### src/hdl/esoq_pkg.sv
`timescale 1ns / 1ps
// Shared types and codes for the elevator sweep order queue.
// No dependencies; imported by elevator_sweep_order_queue.
package esoq_pkg;

   localparam int CODE_W   = 2'd0 + 4;
   localparam int ACTION_W = 2;
   localparam int STATUS_W = 2;

   typedef enum logic [ACTION_W-1:0] {
      ACT_ADD   = 2'd0,
      ACT_DEL   = 2'd1,
      ACT_CLEAR = 2'd2,
      ACT_QUERY = 2'd3
   } action_type;

   typedef enum logic [STATUS_W-1:0] {
      STAT_DONE    = 2'd0,
      STAT_DUP     = 2'd1,
      STAT_INVALID = 2'd2
   } status_type;

   typedef enum logic [2:0] {
      ST_IDLE,
      ST_SCAN,
      ST_WALK,
      ST_DEL,
      ST_CLR,
      ST_HEAD
   } state_type;

endpackage

### src/hdl/elevator_sweep_order_queue.sv
`timescale 1ns / 1ps
// Elevator stop-order ring kept in sweep order, driven by a slot-serial sequencer.
// Depends on esoq_pkg for action, status and state codes.
//
// Usage: one request on req_* yields exactly one response on rsp_*.
// A request carries the action in req_tuser and the order code and last
// move in req_tdata. The response carries the head order after the request,
// whether the normalized order code is queued, and a status code.
// Sequence, with SLOTS = 2*(FLOORS-1): every request first scans all slots
// through one compare unit, one slot a cycle. Query and rejected adds then
// load the response. A delete first empties the head slot and advances the
// head. An accepted add walks the ring from the head, one slot a cycle, over
// at most SLOTS slots, stopping at the first empty one. A clear sweeps every
// slot to empty.
// req_tready is high only while the sequencer is idle.
// The response sits in an output register; a stalled receiver holds the
// next response in the load step until the register is taken.
// Reset (synchronous, active high) empties every slot and zeroes the head.
module elevator_sweep_order_queue
   import esoq_pkg::*;
#(
   parameter int FLOORS = 4
) (
   input  logic       clock,
   input  logic       reset,
   input  logic       req_tvalid,
   output logic       req_tready,
   // [3:0] order_code, [7:4] last_move
   input  logic [7:0] req_tdata,
   // [1:0] action
   input  logic [1:0] req_tuser,
   output logic       rsp_tvalid,
   input  logic       rsp_tready,
   // [3:0] head_order, [4] order_present, [6:5] status, [7] zero
   output logic [7:0] rsp_tdata
);

   localparam int SLOTS  = 2 * (FLOORS - 1);
   localparam int POS_W  = (SLOTS > 1) ? $clog2(SLOTS) : 1;
   localparam int MAG_W  = $clog2(FLOORS + 1) + 1;
   localparam int SLOT_W = (MAG_W > CODE_W) ? MAG_W : CODE_W;

   typedef logic signed [SLOT_W-1:0] slot_type;
   typedef logic [POS_W-1:0]         pos_type;

   function automatic logic pos_ok(input slot_type c);
      int ci;
      ci = int'(c);
      return (ci < 0 && ci >= -(FLOORS - 1)) || (ci >= 2 && ci <= FLOORS);
   endfunction

   function automatic pos_type sweep_pos(input slot_type c);
      int ci;
      ci = int'(c);
      if (ci < 0) return pos_type'(ci + FLOORS - 1);
      else        return pos_type'(ci + FLOORS - 3);
   endfunction

   function automatic pos_type sweep_dist(input pos_type p, input pos_type lp);
      int d;
      d = int'(p) - int'(lp) - 1;
      if (d < 0) d = d + SLOTS;
      return pos_type'(d);
   endfunction

   function automatic slot_type normalize(input slot_type c);
      int ci;
      ci = int'(c);
      if (ci == -FLOORS || ci == 1) return slot_type'(-ci);
      else                          return c;
   endfunction

   function automatic pos_type wrap_inc(input pos_type p);
      if (p == pos_type'(SLOTS - 1)) return '0;
      else                           return pos_type'(p + 1'b1);
   endfunction

   state_type  state_ff, state_in;
   slot_type   slots_ff [SLOTS];
   pos_type    ptr_ff, ptr_in;
   pos_type    head_ff, head_in;
   pos_type    cnt_ff, cnt_in;
   pos_type    lp_ff, lp_in;
   action_type action_ff, action_in;
   slot_type   code_ff, code_in;
   slot_type   carry_ff, carry_in;
   logic       code_ok_ff, code_ok_in;
   logic       last_ok_ff, last_ok_in;
   logic       found_ff, found_in;
   logic       present_ff, present_in;
   status_type status_ff, status_in;
   logic       rsp_valid_ff, rsp_valid_in;
   logic [7:0] rsp_data_ff, rsp_data_in;

   logic signed [CODE_W-1:0] req_code;
   logic signed [CODE_W-1:0] req_last;
   slot_type   req_code_x, req_last_x;
   slot_type   rd;
   logic       slot_we;
   slot_type   slot_wdata;
   logic       match, found_now, last_ptr, out_free, carry_wins;

   assign req_code   = req_tdata[3:0];
   assign req_last   = req_tdata[7:4];
   assign req_code_x = slot_type'(int'(req_code));
   assign req_last_x = slot_type'(int'(req_last));

   assign rd         = slots_ff[ptr_ff];
   assign match      = (rd == code_ff) && (code_ff != '0);
   assign found_now  = found_ff | match;
   assign last_ptr   = (ptr_ff == pos_type'(SLOTS - 1));
   assign out_free   = !rsp_valid_ff || rsp_tready;
   assign carry_wins = sweep_dist(sweep_pos(carry_ff), lp_ff) < sweep_dist(sweep_pos(rd), lp_ff);

   assign req_tready = (state_ff == ST_IDLE);
   assign rsp_tvalid = rsp_valid_ff;
   assign rsp_tdata  = rsp_data_ff;

   // next state
   always_comb begin
      state_in = state_ff;
      unique case (state_ff)
         ST_IDLE: begin
            if (req_tvalid) state_in = ST_SCAN;
         end
         ST_SCAN: begin
            if (last_ptr) begin
               unique case (action_ff)
                  ACT_ADD: begin
                     if (code_ok_ff && last_ok_ff && !found_now) state_in = ST_WALK;
                     else                                         state_in = ST_HEAD;
                  end
                  ACT_DEL:   state_in = ST_DEL;
                  ACT_CLEAR: state_in = ST_CLR;
                  default:   state_in = ST_HEAD;
               endcase
            end
         end
         ST_WALK: begin
            if (rd == '0 || cnt_ff == pos_type'(SLOTS - 1)) state_in = ST_HEAD;
         end
         ST_DEL: state_in = ST_HEAD;
         ST_CLR: begin
            if (last_ptr) state_in = ST_HEAD;
         end
         ST_HEAD: begin
            if (out_free) state_in = ST_IDLE;
         end
         default: state_in = ST_IDLE;
      endcase
   end

   // datapath and outputs
   always_comb begin
      ptr_in       = ptr_ff;
      head_in      = head_ff;
      cnt_in       = cnt_ff;
      lp_in        = lp_ff;
      action_in    = action_ff;
      code_in      = code_ff;
      carry_in     = carry_ff;
      code_ok_in   = code_ok_ff;
      last_ok_in   = last_ok_ff;
      found_in     = found_ff;
      present_in   = present_ff;
      status_in    = status_ff;
      rsp_valid_in = rsp_valid_ff && !rsp_tready;
      rsp_data_in  = rsp_data_ff;
      slot_we      = 1'b0;
      slot_wdata   = carry_ff;
      unique case (state_ff)
         ST_IDLE: begin
            if (req_tvalid) begin
               action_in  = action_type'(req_tuser);
               code_in    = normalize(req_code_x);
               code_ok_in = pos_ok(normalize(req_code_x));
               last_ok_in = pos_ok(req_last_x);
               lp_in      = sweep_pos(req_last_x);
               found_in   = 1'b0;
               status_in  = STAT_DONE;
               ptr_in     = '0;
            end
         end
         ST_SCAN: begin
            found_in = found_now;
            ptr_in   = wrap_inc(ptr_ff);
            if (last_ptr) begin
               present_in = found_now;
               ptr_in     = head_ff;
               unique case (action_ff)
                  ACT_ADD: begin
                     if (!code_ok_ff || !last_ok_ff) begin
                        status_in = STAT_INVALID;
                     end else if (found_now) begin
                        status_in = STAT_DUP;
                     end else begin
                        cnt_in   = '0;
                        carry_in = code_ff;
                     end
                  end
                  ACT_CLEAR: ptr_in = '0;
                  default: ;
               endcase
            end
         end
         ST_WALK: begin
            if (rd == '0) begin
               slot_we    = 1'b1;
               present_in = 1'b1;
               ptr_in     = head_ff;
            end else begin
               if (carry_wins) begin
                  slot_we  = 1'b1;
                  carry_in = rd;
               end
               if (cnt_ff == pos_type'(SLOTS - 1)) begin
                  present_in = 1'b1;
                  ptr_in     = head_ff;
               end else begin
                  ptr_in = wrap_inc(ptr_ff);
                  cnt_in = pos_type'(cnt_ff + 1'b1);
               end
            end
         end
         ST_DEL: begin
            if (match) present_in = 1'b0;
            slot_we    = 1'b1;
            slot_wdata = '0;
            head_in    = wrap_inc(ptr_ff);
            ptr_in     = wrap_inc(ptr_ff);
         end
         ST_CLR: begin
            slot_we    = 1'b1;
            slot_wdata = '0;
            ptr_in     = wrap_inc(ptr_ff);
            if (last_ptr) begin
               head_in    = '0;
               ptr_in     = '0;
               present_in = 1'b0;
            end
         end
         ST_HEAD: begin
            if (out_free) begin
               rsp_valid_in = 1'b1;
               rsp_data_in  = {1'b0, status_ff, present_ff, rd[CODE_W-1:0]};
            end
         end
         default: ;
      endcase
   end

   always_ff @(posedge clock) begin
      if (reset) begin
         state_ff     <= ST_IDLE;
         ptr_ff       <= '0;
         head_ff      <= '0;
         rsp_valid_ff <= 1'b0;
         for (int i = 0; i < SLOTS; i++) slots_ff[i] <= '0;
      end else begin
         state_ff     <= state_in;
         ptr_ff       <= ptr_in;
         head_ff      <= head_in;
         rsp_valid_ff <= rsp_valid_in;
         if (slot_we) slots_ff[ptr_ff] <= slot_wdata;
      end
   end

   always_ff @(posedge clock) begin
      cnt_ff      <= cnt_in;
      lp_ff       <= lp_in;
      action_ff   <= action_in;
      code_ff     <= code_in;
      carry_ff    <= carry_in;
      code_ok_ff  <= code_ok_in;
      last_ok_ff  <= last_ok_in;
      found_ff    <= found_in;
      present_ff  <= present_in;
      status_ff   <= status_in;
      rsp_data_ff <= rsp_data_in;
   end

endmodule
### config.mk
export PLATFORM = sky130hd
export DESIGN_NAME = elevator_sweep_order_queue
export DESIGN_NICKNAME = d
export VERILOG_FILES = /design/src/hdl/esoq_pkg.sv /design/src/hdl/elevator_sweep_order_queue.sv
export SDC_FILE = /design/constraint.sdc
export NUM_CORES = 1
export LEC_CHECK = 0
export BUFFER_PORTS_ARGS = -buffer_cell sky130_fd_sc_hd__buf_4
export CORE_MARGIN = 5
export CORE_UTILIZATION = 60
export CTS_CLUSTER_SIZE = 30
export DETAILED_ROUTE_END_ITERATION = 6
export PLACE_DENSITY_LB_ADDON = 0.05
export SYNTH_ARGS = -nofsm -noshare
export SYNTH_HDL_FRONTEND = slang
export SYNTH_SLANG_ARGS = --single-unit
### constraint.sdc
create_clock -name clock -period 5.24 [get_ports clock]
set_input_delay 1.048 -clock clock [delete_from_list [all_inputs] [get_ports clock]]
set_output_delay 1.048 -clock clock [all_outputs]
set_load 0.02 [all_outputs]
==> results.ini <==
[sta]
period_minus_slack_ps=4930
period_share_pct=94.0
setup_viol=0
hold_viol=0
report.final.slew_viol_count=0
fin_tns_setup_ps=0
skew_ps=10.0
slew-limit-headroom_pct=45.5
tightest_slew_ps=814
hold_ws_ps=452
fmax_mhz=203

[final_layout]
fin_area_um2=4790
final_util_pct=69.8
num-nets-final=461
syn_to_final_growth_pct=11.8
drive_above_1_share_pct=15.6
fillCellCount=503
diodes=0

[drt]
ant_nets=0
drc=0
first_iter_violations=223
drt-vias-per-instance=6.07
vias=3191
wl_per_cell_um=17.6
drtPass1Iterations=5
wl_mm=9.24

[critical_path]
required_ps=5300
setup.worst_path.end_class=flip-flop
critPathLaunchType=flip-flop
arrival_ps=4990
path_class=reg -> reg
crit_path_max_fanout=10

[clock_network]
cts_setup_buffers=0
hold_buffers=0
tritoncts=yes
cts_buffer_depth=2
clkLatencyLatePin_ps=340
cts-root-buf=clkbuf_8
cts_htree_levels=3
path_clk_slew_ps=80
cts_inserted_buffers=9
cts_num_sinks=74

[synthesis]
synthesis.area_um2=4290
synthFlopType=edfxtp_1
syn_inst=395
synth.avg_cell_area_um2=10.9
synth_nets=431
yosysWarnings=0
ys_ff_latch=74
synth.distinct_cells=56
async_flop_share_pct=0
ys_seq_area_share_pct=48.8
synth_edf_count=61

[power_and_ir_drop]
p_leak_nw=1.90
p_per_area_nw_per_um2=310
peakVddDrop_mv=0.212

[grt]
grt_pass1_vias=2968
antenna_found_initial=0
grt_first_pass_wirelength_mm=14.7
grt_max_degree=25
gr-total-overflow=0
grt_use_total_pct=21.7

[die]
die_x_um=94.5
pin_count=24
die_h_um=94.5
dieArea_um2=8940
start_util_pct=62.4
rows=30
core_um2=6870

[status]
status=finished clean

[placement]
gp_congestion=0.858
portBuffers=22
placed_area_um2=4590
hpwl_mm=7.12

[worst_hold_path]
min-delay-start=status_ff[1]
hold_path.class=reg -> reg

[run]
drv_cap=0

-- what timing repair did --
action / CTS / global route
endpoints found under the hold margin: 0 / 0
setup endpoints to repair: 0 / 32
gates resized for setup: 0 / 3
-- Yosys cell counts, types with 2 or more instances --
cell	n	area, um^2
nor3_1	9	45.0
o221ai_1	3	26.3
o21a_1	2	15.0
ha_1	17	213
o31ai_1	5	37.5
fa_1	5	100
mux2i_1	8	80.1
or2_2	3	18.8
a21oi_1	24	120
mux4_1	3	78.8
a22o_1	3	26.3
and3_1	23	144
o41ai_1	6	52.6
inv_1	20	75.1
xnor2_1	3	26.3
dfxtp_1	13	260
nand2_1	31	116
nor2b_1	8	50.1
and2_1	9	56.3
and4_1	4	35.0
a21o_1	4	30.0
o21ai_0	23	115
mux2i_4	2	45.0
nand2b_1	13	81.3
a31oi_1	7	43.8
or3_1	2	12.5
o22ai_1	4	25.0
nor4_1	2	12.5
xor2_1	6	52.6
mux4_2	2	45.0
buf_6	2	22.5
nor2_1	27	101
clkbuf_1	11	41.3
edfxtp_1	61	1830
mux2_2	2	22.5
nand3_1	8	40.0
-- path summary, 6_finish.rpt --
| check | endpoint | slack [ps] | cells after the start |
|---|---|---|---|
| min reg2reg | rsp_tdata[6] | 450 | 0 |
| min | rsp_tdata[6] | 450 | 0 |
| max reg2reg | slots_ff[7][2] | 310 | 16 |
| max | slots_ff[7][2] | 310 | 16 |
-- where the power goes --
part           switching (mW)  internal [mW]
combinational           0.211          0.160
clock                   0.211          0.219
sequential             0.0258          0.660
total                   0.447           1.04
-- layout by cell type, fill, tap and decap left out, types with 6 or more instances in the layout --
cell	netlist	final
mux2i_1	8	8
clkbuf_8	0	9
nor2b_1	8	8
nand2b_1	13	13
edfxtp_1	61	61
a31oi_1	7	7
and2_1	9	9
and3_1	23	23
xor2_1	6	6
buf_4	1	34
inv_1	20	20
nor2_1	27	27
a21oi_1	24	23
o21ai_0	23	23
nand2_1	31	31
ha_1	17	17
nor3_1	9	9
nand3_1	8	8
dfxtp_1	13	12
-- flip-flops by register name (all words and copies together) (netlist names), 2 cells and up, named ones only --
name	flops
action_ff	2
status_ff	2
head_ff	3
state_ff	3
rsp_tdata	7
code_ff	4
cnt_ff	3
carry_ff	4
slots_ff	32
lp_ff	3
ptr_ff	3
-- cells by family (layout without fill, tap and decap cells) --
| family | Yosys count | in the layout | synth area share (%) |
|---|---|---|---|
| compound gates | 90 | 90 | 13.5 |
| xor+xnor | 9 | 9 | 1.84 |
| fa+ha+maj | 22 | 22 | 7.30 |
| buf+inv | 35 | 70 | 3.53 |
| mux | 17 | 17 | 6.33 |
| simple gates | 147 | 147 | 18.6 |
| flops | 74 | 74 | 48.8 |
| other cells | 1 | 1 | 0.0875 |
-- metal layers --
metal	share of wire (%)	track usage [%]	vias up
li1	-	-	1524
met1	44	29.6	1535
met2	48	34.7	121
met3	6.5	5.26	11
met4	1.2	6.13	0
met5	0	0	-
-- area by class of cell --
| class | instances | area (um^2) | area share [%] |
|---|---|---|---|
| inverter | 20 | 75.1 | 1.57 |
| clock buffer | 9 | 124 | 2.58 |
| tap | 96 | 120 | 2.51 |
| clock inverter | 7 | 70.1 | 1.46 |
| sequential | 74 | 2090 | 43.7 |
| timing repair buffer | 34 | 255 | 5.32 |
| multi-input combinational | 286 | 2060 | 42.9 |
-- critical path, stage by stage (launching register included) --
cell and delay (ps):
dfxtp_2 460, mux4_1 580, o22ai_1 250, nor2_1 140
fa_1 520, fa_1 460, nor2b_1 170, or2_2 300
o22ai_1 180, xor2_1 170, ha_1 240, a21o_1 170
a21o_1 190, o21ai_0 100, a21oi_2 180, nor4_1 330
buf_4 190
-- stage by stage --
| step | std cells | power (mW) | setup slack [ps] |
|---|---|---|---|
| after global placement | 510 | 1.05 | 266 |
| after detailed placement | 510 | 1.05 | 152 |
| after floorplan | 395 | 0.966 | 425 |
| after global routing | 526 | 1.57 | -7.03 |
| after CTS | 526 | 1.48 | 38.6 |
| final | 526 | 1.49 | 312 |
No activity file was read; power rests on OpenSTA's default activity.
